### config.mk
export PLATFORM = sky130hd
export DESIGN_NAME = integer_to_ascii_formatter
export DESIGN_NICKNAME = d
export VERILOG_FILES = /design/src/sv/itaf_pkg.sv /design/src/sv/itaf_serializer.sv /design/src/sv/integer_to_ascii_formatter.sv
export VERILOG_INCLUDE_DIRS = /design/src /design/src/sv
export SDC_FILE = /design/constraint.sdc
export NUM_CORES = 1
export LEC_CHECK = 0
export ABC_AREA = 1
export BUFFER_PORTS_ARGS = -buffer_cell sky130_fd_sc_hd__buf_2
export CORE_MARGIN = 3
export CORE_UTILIZATION = 35
export DETAILED_ROUTE_END_ITERATION = 6
export SLEW_MARGIN = 40
export SYNTH_ARGS = -nofsm -noshare
export SYNTH_HDL_FRONTEND = slang
export SYNTH_SLANG_ARGS = --single-unit
### constraint.sdc
create_clock -name clk -period 14.3 [get_ports clk]
set_clock_uncertainty 0.15 [all_clocks]
set_input_delay 2.86 -clock clk [delete_from_list [all_inputs] [get_ports clk]]
set_output_delay 2.86 -clock clk [all_outputs]
set_load 0.01 [all_outputs]
### src/sv/integer_to_ascii_formatter_macros.svh
// Assertion helpers used by the formatter's serializer module.
`ifndef INTEGER_TO_ASCII_FORMATTER_MACROS_SVH
`define INTEGER_TO_ASCII_FORMATTER_MACROS_SVH

// Same-cycle implication, checked outside reset.
`define ITAF_ASSERT_IMPL(lbl, ante, cons, msg) \
  lbl: assert property (@(posedge clk) disable iff (rst) (ante) |-> (cons)) \
    else $error(msg);

// Next-cycle implication, checked outside reset.
`define ITAF_ASSERT_NEXT(lbl, ante, cons, msg) \
  lbl: assert property (@(posedge clk) disable iff (rst) (ante) |=> (cons)) \
    else $error(msg);

`endif

### src/sv/itaf_pkg.sv
package itaf_pkg;

  localparam int MAX_FIELD_WIDTH_DEF = 63;
  localparam int TEXT_LEN = 11;

  // Conversion modes; six and seven act like the bad conversion.
  localparam logic [2:0] MODE_SDEC  = 3'd0;
  localparam logic [2:0] MODE_UDEC  = 3'd1;
  localparam logic [2:0] MODE_HEXL  = 3'd2;
  localparam logic [2:0] MODE_HEXU  = 3'd3;
  localparam logic [2:0] MODE_PTR   = 3'd4;
  localparam logic [2:0] MODE_BAD   = 3'd5;
  localparam logic [2:0] MODE_RSV6  = 3'd6;
  localparam logic [2:0] MODE_RSV7  = 3'd7;

  localparam logic [7:0] CH_ZERO  = 8'h30;
  localparam logic [7:0] CH_SPACE = 8'h20;
  localparam logic [7:0] CH_MINUS = 8'h2D;
  localparam logic [7:0] CH_PCT   = 8'h25;
  localparam logic [7:0] CH_UA    = 8'h41;
  localparam logic [7:0] CH_LA    = 8'h61;
  localparam logic [7:0] CH_UB    = 8'h42;
  localparam logic [7:0] CH_UD    = 8'h44;

  typedef struct packed {
    logic [2:0]  mode;
    logic [31:0] value;
    logic [5:0]  min_width;
    logic        pad_before;
    logic        zero_fill;
  } in_t;

  typedef struct packed {
    logic [7:0] character;
    logic       last;
  } out_t;

  // One formatted item handed to the serializer.
  typedef struct packed {
    logic [TEXT_LEN-1:0][7:0] text;
    logic [3:0]               start;
    logic [3:0]               len;
    logic [5:0]               lead;
    logic [5:0]               total;
    logic [7:0]               pad_char;
  } load_t;

  // Eight double-dabble steps on {bcd[39:0], bin[31:0]}.
  function automatic logic [71:0] dabble8(input logic [71:0] w_in);
    logic [71:0] w;
    w = w_in;
    for (int s = 0; s < 8; s++) begin
      for (int d = 0; d < 10; d++) begin
        if (w[32+4*d +: 4] >= 4'd5) begin
          w[32+4*d +: 4] = w[32+4*d +: 4] + 4'd3;
        end
      end
      w = {w[70:0], 1'b0};
    end
    return w;
  endfunction

endpackage

### src/sv/itaf_serializer.sv
`include "integer_to_ascii_formatter_macros.svh"

module itaf_serializer (
  input  logic          clk,
  input  logic          rst,
  input  logic          load_valid,
  input  itaf_pkg::load_t load,
  output logic          take,
  output logic          text_valid,
  input  logic          text_stall,
  output itaf_pkg::out_t text_data
);

  itaf_pkg::load_t cur;
  logic            busy;
  logic [5:0]      pos;
  logic [5:0]      rel;
  logic [3:0]      idx;
  logic [6:0]      text_end;
  logic            in_lead;
  logic            in_text;
  logic            is_last;
  logic            beat;

  // Character selection for the current position.
  always_comb begin
    rel       = pos - cur.lead;
    idx       = cur.start + rel[3:0];
    text_end  = {1'b0, cur.lead} + {3'b0, cur.len};
    in_lead   = pos < cur.lead;
    in_text   = {1'b0, pos} < text_end;
    is_last   = pos == (cur.total - 6'd1);
    beat      = busy && !text_stall;
    take      = !busy || (beat && is_last);
    text_valid = busy;
    text_data.last = is_last;
    if (in_lead) begin
      text_data.character = cur.pad_char;
    end else if (in_text) begin
      text_data.character = cur.text[idx];
    end else begin
      text_data.character = itaf_pkg::CH_SPACE;
    end
  end

  // Run control: load a new item when idle or as the previous last beat leaves.
  always_ff @(posedge clk) begin
    if (rst) begin
      busy <= 1'b0;
      pos  <= '0;
    end else if (take) begin
      busy <= load_valid;
      pos  <= '0;
    end else if (beat) begin
      pos <= pos + 6'd1;
    end
  end

  always_ff @(posedge clk) begin
    if (take && load_valid) begin
      cur <= load;
    end
  end

  `ITAF_ASSERT_IMPL(a_pos_range, busy, pos < cur.total, "position beyond run")
  `ITAF_ASSERT_IMPL(a_idx_range, busy && !in_lead && in_text, idx <= 4'd10, "text index")
  `ITAF_ASSERT_NEXT(a_restart, beat && is_last, !busy || pos == 6'd0, "run not restarted")
  `ITAF_ASSERT_IMPL(a_len_nonzero, busy, cur.len != 4'd0 && cur.total >= 6'(cur.len), "bad run length")

endmodule

### src/sv/integer_to_ascii_formatter.sv
// Integer to ASCII formatter.
// Input channel item_valid/item_stall/item_data carries one value with its
// mode, field width and padding flags. Output channel text_valid/text_stall/
// text_data returns the formatted text, one character per beat, with last set
// on the final character of each item.
// An accepted item passes an input register and four binary-to-BCD stages of
// eight shift steps each before it reaches the output serializer. The stage
// registers take a new item every cycle while free.
// The output serializer sends max(field width, text length) characters per
// item, at most 63, one per cycle while text_stall is low. The next item
// loads in the cycle the last character leaves, so runs follow without a gap.
// Reset (rst, synchronous) empties all stages and the serializer.
// While text_stall is high the current character holds; the stages fill up
// behind it and item_stall rises once every stage is occupied.
module integer_to_ascii_formatter #(
  parameter int MAX_FIELD_WIDTH = itaf_pkg::MAX_FIELD_WIDTH_DEF
) (
  input  logic           clk,
  input  logic           rst,
  input  logic           item_valid,
  output logic           item_stall,
  input  itaf_pkg::in_t  item_data,
  output logic           text_valid,
  input  logic           text_stall,
  output itaf_pkg::out_t text_data
);

  localparam int NSTAGE = 5;

  typedef struct packed {
    logic [2:0]  mode;
    logic [31:0] value;
    logic [5:0]  width;
    logic        pad_before;
    logic        zero_fill;
    logic        neg;
  } ctl_t;

  ctl_t        ctl   [NSTAGE];
  logic [71:0] work  [NSTAGE];
  logic        vld   [NSTAGE];
  logic        adv   [NSTAGE+1];
  logic        take;
  ctl_t        ctl_next;
  logic [31:0] mag;
  itaf_pkg::load_t load;

  // Input decode: clamp width and take the magnitude of negative values.
  always_comb begin
    ctl_next.mode       = item_data.mode;
    ctl_next.value      = item_data.value;
    ctl_next.width      = (item_data.min_width > 6'(MAX_FIELD_WIDTH))
                          ? 6'(MAX_FIELD_WIDTH) : item_data.min_width;
    ctl_next.pad_before = item_data.pad_before;
    ctl_next.zero_fill  = item_data.zero_fill;
    ctl_next.neg        = (item_data.mode == itaf_pkg::MODE_SDEC) && item_data.value[31];
    mag = ctl_next.neg ? (~item_data.value + 32'd1) : item_data.value;
  end

  // Flow control: a stage moves when it is empty or its successor moves.
  assign adv[NSTAGE] = take;
  for (genvar k = 0; k < NSTAGE; k++) begin : g_flow
    assign adv[k] = !vld[k] || adv[k+1];
  end
  assign item_stall = !adv[0];

  // Stage registers: input register, then four conversion stages.
  for (genvar k = 0; k < NSTAGE; k++) begin : g_stage
    always_ff @(posedge clk) begin
      if (rst) begin
        vld[k] <= 1'b0;
      end else if (adv[k]) begin
        vld[k] <= (k == 0) ? item_valid : vld[(k == 0) ? 0 : k-1];
      end
    end
    always_ff @(posedge clk) begin
      if (adv[k]) begin
        if (k == 0) begin
          ctl[k]  <= ctl_next;
          work[k] <= {40'd0, mag};
        end else begin
          ctl[k]  <= ctl[(k == 0) ? 0 : k-1];
          work[k] <= itaf_pkg::dabble8(work[(k == 0) ? 0 : k-1]);
        end
      end
    end
  end

  // Text layout from the converted digits.
  always_comb begin
    ctl_t       c;
    logic [3:0] fst;
    logic [3:0] hfst;
    logic [3:0] dig;
    logic [3:0] nib;
    logic [5:0] w;
    logic       zp;
    c    = ctl[NSTAGE-1];
    fst  = 4'd10;
    hfst = 4'd10;
    dig  = 4'd0;
    nib  = 4'd0;
    load.text = '0;
    load.start = 4'd0;
    unique case (c.mode)
      itaf_pkg::MODE_SDEC, itaf_pkg::MODE_UDEC: begin
        for (int j = 9; j >= 0; j--) begin
          if (work[NSTAGE-1][32+4*(9-j) +: 4] != 4'd0) begin
            fst = 4'(j + 1);
          end
        end
        for (int i = 0; i < 11; i++) begin
          if (i == 0) begin
            load.text[i] = itaf_pkg::CH_MINUS;
          end else begin
            dig = work[NSTAGE-1][32+4*(10-i) +: 4];
            load.text[i] = (c.neg && 4'(i) == fst - 4'd1)
                           ? itaf_pkg::CH_MINUS : itaf_pkg::CH_ZERO + {4'd0, dig};
          end
        end
        load.start = c.neg ? fst - 4'd1 : fst;
      end
      itaf_pkg::MODE_HEXL, itaf_pkg::MODE_HEXU, itaf_pkg::MODE_PTR: begin
        for (int j = 7; j >= 0; j--) begin
          if (c.value[28-4*j +: 4] != 4'd0) begin
            hfst = 4'(j + 3);
          end
        end
        for (int j = 0; j < 8; j++) begin
          nib = c.value[28-4*j +: 4];
          if (nib < 4'd10) begin
            load.text[3+j] = itaf_pkg::CH_ZERO + {4'd0, nib};
          end else if (c.mode == itaf_pkg::MODE_HEXL) begin
            load.text[3+j] = itaf_pkg::CH_LA + {4'd0, nib - 4'd10};
          end else begin
            load.text[3+j] = itaf_pkg::CH_UA + {4'd0, nib - 4'd10};
          end
        end
        load.start = (c.mode == itaf_pkg::MODE_PTR) ? 4'd3 : hfst;
      end
      default: begin
        load.text[6]  = itaf_pkg::CH_PCT;
        load.text[7]  = itaf_pkg::CH_UB;
        load.text[8]  = itaf_pkg::CH_UA;
        load.text[9]  = itaf_pkg::CH_UD;
        load.text[10] = itaf_pkg::CH_PCT;
        load.start = 4'd6;
      end
    endcase
    load.len = 4'd11 - load.start;
    w  = (c.mode == itaf_pkg::MODE_PTR) ? 6'd8 : c.width;
    zp = (c.mode == itaf_pkg::MODE_PTR) || c.zero_fill;
    load.total = (w > {2'b0, load.len}) ? w : {2'b0, load.len};
    load.lead  = ((c.pad_before || zp) && w > {2'b0, load.len})
                 ? w - {2'b0, load.len} : 6'd0;
    load.pad_char = zp ? itaf_pkg::CH_ZERO : itaf_pkg::CH_SPACE;
  end

  itaf_serializer u_ser (
    .clk        (clk),
    .rst        (rst),
    .load_valid (vld[NSTAGE-1]),
    .load       (load),
    .take       (take),
    .text_valid (text_valid),
    .text_stall (text_stall),
    .text_data  (text_data)
  );

endmodule

* Word-level counts from Yosys, hierarchy flattened *
Memories as Yosys holds them, arrays and structs flattened.
Cells that the tools add are included.

cells by class
  order comparisons = 333
  mux-type cells = 725
  reduce and logical (&&, ||, !) cells = 54
  $add $sub $neg = 371
  bitwise logic cells = 7
  eq/ne operators = 15

operators with widths
  kind                                                                                  count
  4-bit two-way mux                                                                     594
  4-bit by 3-bit greater-or-equal comparator with 1-bit output (second input constant)  320
  4-bit by 2-bit adder with 4-bit output (second input constant)                        288
  3-bit two-way mux                                                                     64
  8-bit two-way mux                                                                     19
  7-bit by 4-bit adder with 8-bit output (first input constant)                         16
  6-bit by 4-bit adder with 7-bit output (first input constant)                         18
  3-bit by 2-bit adder with 3-bit output (second input constant)                        32
  40-bit case mux with 2 select lines                                                   1
  4-bit nonzero test                                                                    16
  7-bit two-way mux                                                                     8
  24-bit case mux with 2 select lines                                                   1
  32-bit by 1-bit adder with 32-bit output (second input constant)                      1
  8-bit binary-select mux with 4-bit select                                             1
  4-bit < comparator (second input constant)                                            8
  32-bit two-way mux                                                                    1
  32-bit NOT                                                                            1
  4-bit subtractor (second input constant)                                              8
  6-bit two-way mux                                                                     5
  1-bit two-way mux                                                                     27
  3-bit by 4-bit equality test with 1-bit output (first input constant)                 4
  1-bit logical AND                                                                     15
  4-bit equality test (first input constant)                                            3
  2-bit by 4-bit equality test with 1-bit output (first input constant)                 2
  28 further kinds                                                                      52

storage, ports and cells
  output and inout port bits = 11
  register bits = 121
  memories kept = 3
  logic and storage cells = 1529
  RAM bits = 585
  bits of input ports = 47

memories
  name  depth  bits a word  read ports  clocked after Yosys merged registers in  wr ports  RTL line                          text
  work  5      72           5           0                                        5         integer_to_ascii_formatter.sv:40  logic [71:0] work [NSTAGE];
  ctl   5      44           5           0                                        5         integer_to_ascii_formatter.sv:39  ctl_t ctl [NSTAGE];
  vld   5      1            5           0                                        5         integer_to_ascii_formatter.sv:41  logic vld [NSTAGE];

* Logic depth before layout (Yosys ltp) *
  depth in word-level cells = 30
  depth in mapped cells = 50
  gate-level depth less buffers = 50

* Hierarchy *
A second synthesis with hierarchy kept.

second synthesis, totals
  cells, all modules = 4507
  area, all modules = 37344.6 um2

by module, submodules not included
  module                      sequential area each (um2)  cells an instance  times used  area each (um2)
  integer_to_ascii_formatter  12071.6                     3954               1           31529.0
  itaf_serializer             3623.5                      553                1           5815.6

* Least setup slack after synthesis *
Ideal clock, no wire load.

  path kind = input -> output
  start point = input text_stall
  end point = output item_stall
  stages = 10
  slack = 2.205 ns
  arrival = 9.085 ns
  required time = 11.290 ns
  buffers on the path = 0
  path through = inv_1 > nand2_1 > nand2_1 > nor2_1 > nand2_1 > inv_1 > nand2_1 > nor2_1 > inv_1 > nor2_1

RTL lines
  element             RTL line                          text
  start: declaration  integer_to_ascii_formatter.sv:24  input logic text_stall,
  end: declaration    integer_to_ascii_formatter.sv:21  output logic item_stall,

==> results.md <==
Layout:
- In the layout the commonest cells are 1156 x sky130_fd_sc_hd__nand2_1, 638 x sky130_fd_sc_hd__inv_1, 490 x sky130_fd_sc_hd__edfxtp_1, 340 x sky130_fd_sc_hd__nand3_1, 239 x sky130_fd_sc_hd__nand2_2.
- Leaving out fill and tap cells, the most frequent cell in the layout is sky130_fd_sc_hd__nand2_1.
- The share of final-layout standard cells stronger than drive strength 1 is 15.9%.
- The final design instance area without fill is 0.0396 mm².
- The total area of multi-input combinational cells is about 0.018 mm².
- The combined flip-flop and latch cell area is ~0.015 mm².
- After filler insertion, the fill cell instance count of the layout stands at 10150.
- After the last flow step, the layout net total stands at approximately 4700.
- Compared with the post-synthesis result, the final layout area differs by 10.2%.

STA:
- The smallest setup slack after layout is 5.63 ns.
- The worst slew margin relative to its limit is about half.
- The count of endpoints failing hold in the final timing report is 0.
- The minimum period implied by the final worst setup slack is roughly 8.7 ns.
- The number of setup violations in the final report is 0.
- The number of max-slew violations in the final report is 0.
- Setup repair after global routing left no endpoint under its margin.
- Summed over all failing endpoints, the final setup total negative slack is 0 ns.
- Dividing the final minimum period by the clock period gives 60.6%.
- The slew at the pin closest to its max-slew limit is roughly 0.78 ns.
- Timing would allow up to roughly 0.12 GHz.

Global routing:
- Entering global routing, the biggest net connects 77 pins.
- The global-route wire length before repair is roughly 120000 µm.
- The number of global-route vias before repair is 25338.
- The global-route congestion overflow total is 0.
- The initial antenna violation count is 7.
- Across every metal layer, demand over resource in global routing totals ~14%.

Synth:
- After synthesis, the largest area contributor takes up about two fifths of total cell area.
- After synthesis, flip-flops and latches occupy between 40% and 50% of the total area.
- The flip-flop and latch count after synthesis is slightly below 500.
- The number of different library cells used by synthesis comes to 68.
- The post-synthesis async set-or-reset flop share is 0%.
- By area the synthesized netlist is led by sky130_fd_sc_hd__edfxtp_1 41%, sky130_fd_sc_hd__nand2_1 12%, sky130_fd_sc_hd__ha_1 6.9%.
- Counting every net in the synthesized netlist gives about 4600.
- The number of enable flip-flop cells after synthesis is 490.
- The mean instance size in the synthesized netlist is between 8 and 9 µm².
- The total standard cell area after synthesis is ~0.036 mm².
- The most frequently used flop master after synthesis is sky130_fd_sc_hd__edfxtp_1.
- The top cell type by total area after synthesis is sky130_fd_sc_hd__edfxtp_1.
- The cell count after synthesis is 4309.
- The Yosys step of the flow raised 0 warnings.

Critical path:
- The worst setup path is captured at an output pin.
- The endpoint arrival time on the critical path is between 5 and 6 ns.
- The worst setup path is of the in -> out kind.
- The largest fanout on the critical path is 34.
- At the worst endpoint, the required time is roughly 11 ns.
- In this run the register-to-register setup slack is around 7.7 ns.
- STA classifies the critical path startpoint as a primary input.

Die:
- In this run the standard cell core region covers roughly 0.10 mm².
- For this configuration, the core starts out at a cell density of between 30% and 40%.
- The initialized floorplan defines ~120 standard-cell rows.
- The die width is 327 µm.
- 58 I/O pins were placed.
- Measured along the y axis, the die boundary spans 327 µm.
- The die footprint is ~0.11 mm².

Place:
- The post-place instance area is approximately 0.038 mm².
- During placement, the flow inserted port buffers numbering 56.
- The placed wire-length estimate after detailed placement is ~58000 µm.
- The post-placement setup slack is 5.53 ns.
- The congestion estimate from routability-driven global placement came to between 0.8 and 0.9.

Clock tree:
- In this run, CTS created clock tree buffers numbering 52.
- The post-CTS setup buffer count is 0.
- The H-tree depth reported by CTS is 2.
- The count of hold buffers inserted by post-cts repair is 0.
- The clock-pin slew on the worst setup and hold paths is approximately 0.06 ns.
- The clock reaches the later pin of the worst-skew pair after roughly 0.62 ns.
- The count of clock tree sinks is slightly below 500.
- In this run the deepest clock path goes through 3 buffers.
- TritonCTS built the clock tree.
- After clock tree synthesis, the repair step resized 0 gates.
- The cell sitting at the root of the clock tree is a sky130_fd_sc_hd__clkbuf_16.

Drt:
- The detailed router's first-iteration violation count is about 1700.
- The length of the first detailed-routing pass in iterations is 7.
- The total DRC errors in the routed layout is 0.
- The via count normalized by instance count is 4.72.
- In this run the remaining antenna-violating nets after routing total 0.
- For this block, the routed nets add up to about 74000 µm of wire.
- The wire length per cell is around 13 µm.
- Summing over every cut layer, the via total after detailed routing is roughly 27000.

Run status:
- The run finished with clean final reports.

Worst hold path:
- The path category of the worst min-delay check is reg -> reg.

Flow run:
- The number of maximum-capacitance violations is 0.
==> flip-flops by register name, summed over array words and instances, names as in the netlist <==
name              count
u_ser.text_valid      1
u_ser.pos             6
work                177
u_ser.cur            88
vld                   5
ctl                 220
==> synthesized netlist by cell type (4+ instances only) <==
master and instances:
sky130_fd_sc_hd__o21a_1 10, sky130_fd_sc_hd__nand3_1 340, sky130_fd_sc_hd__nor2_1 139, sky130_fd_sc_hd__o21ai_2 46, sky130_fd_sc_hd__dfxtp_1 7, sky130_fd_sc_hd__o22ai_1 8, sky130_fd_sc_hd__a21o_1 26, sky130_fd_sc_hd__a31o_2 10
sky130_fd_sc_hd__nand3_2 103, sky130_fd_sc_hd__a211oi_1 9, sky130_fd_sc_hd__nand2_2 238, sky130_fd_sc_hd__inv_2 46, sky130_fd_sc_hd__edfxtp_1 490, sky130_fd_sc_hd__clkinv_1 10, sky130_fd_sc_hd__nor4_1 16, sky130_fd_sc_hd__a31oi_1 6
sky130_fd_sc_hd__xor2_1 95, sky130_fd_sc_hd__nand2_4 37, sky130_fd_sc_hd__a21oi_1 92, sky130_fd_sc_hd__nand4_1 128, sky130_fd_sc_hd__and2_1 30, sky130_fd_sc_hd__o21ai_1 39, sky130_fd_sc_hd__nand3b_1 17, sky130_fd_sc_hd__xor2_2 17
sky130_fd_sc_hd__nand3_4 10, sky130_fd_sc_hd__nand2_1 1159, sky130_fd_sc_hd__fa_1 5, sky130_fd_sc_hd__o21ai_4 7, sky130_fd_sc_hd__xnor2_1 43, sky130_fd_sc_hd__xnor2_2 7, sky130_fd_sc_hd__o221ai_1 6, sky130_fd_sc_hd__o211ai_1 14
sky130_fd_sc_hd__o21bai_1 5, sky130_fd_sc_hd__or2_2 10, sky130_fd_sc_hd__o31ai_1 4, sky130_fd_sc_hd__inv_1 641, sky130_fd_sc_hd__and2_4 8, sky130_fd_sc_hd__o21ai_0 145, sky130_fd_sc_hd__ha_1 197, sky130_fd_sc_hd__clkbuf_1 24
sky130_fd_sc_hd__nor3_1 17, sky130_fd_sc_hd__a32o_1 7
==> metal layers <==
layer  up-vias  global-route usage, %  share of wire (%)
met1     12423                   18.9                 50
met4        10                   3.19                1.9
met5         -                      0               0.11
met3        97                   2.33                4.1
li1      14524                      -                  -
met2       316                   22.1                 44
==> final timing paths <==
path,from,to,cells past startpoint
max,text_stall,item_stall,12
min,work[0][8],work[0][88],0
max reg2reg,work[0][272],work[0][357],42
min reg2reg,work[0][8],work[0][88],0
==> logic make-up (layout without fill, tap and decap cells) <==
group,count (synthesis),count (layout),share of synthesized area (%)
buffers and inverters,725,860,7.59
muxes,2,2,0.0557
DFF,497,497,41.3
and+or+nand+nor,2260,2260,31.2
adders and majority gates,202,202,7.13
xor gates and xnor gates,165,165,4.68
other,1,3,0.0104
AOI/OAI and AO/OA,457,457,8.09
==> worst max-delay path, stage by stage <==
cell	delay, ns
sky130_fd_sc_hd__buf_2	0.07
sky130_fd_sc_hd__inv_1	0.04
sky130_fd_sc_hd__nand2_1	0.12
sky130_fd_sc_hd__nand2_1	0.11
sky130_fd_sc_hd__nor2_1	0.25
sky130_fd_sc_hd__nand2_4	0.28
sky130_fd_sc_hd__inv_1	0.20
sky130_fd_sc_hd__nand2_4	0.25
sky130_fd_sc_hd__nor2_1	0.34
sky130_fd_sc_hd__clkinv_2	0.57
sky130_fd_sc_hd__nor2_1	0.37
sky130_fd_sc_hd__buf_2	0.19
==> final cells by class <==
| cell class | count | area share [%] |
|---|---|---|
| Inverter | 698 | 6.62 |
| Multi-Input combinational cell | 3087 | 46.5 |
| Clock buffer | 60 | 3.36 |
| Sequential cell | 497 | 37.5 |
| Clock inverter | 37 | 0.859 |
| Tap cell | 1357 | 4.28 |
| Timing Repair Buffer | 65 | 0.896 |
| Antenna cell | 2 | 0.0126 |
==> through the flow <==
stage	utilization (%)	hold slack [ns]	cells
4_1_cts	39.2	0.265	5801
3_5_place_dp	37.6	0.255	5704
5_1_grt	39.2	0.272	5801
2_1_floorplan	-	0.250	4309
3_3_place_gp	37.6	0.251	5704
6_report	39.2	0.263	5803
Power is not shown: default switching activity piles up to over one toggle a cycle in this logic, so the estimate is an artifact.
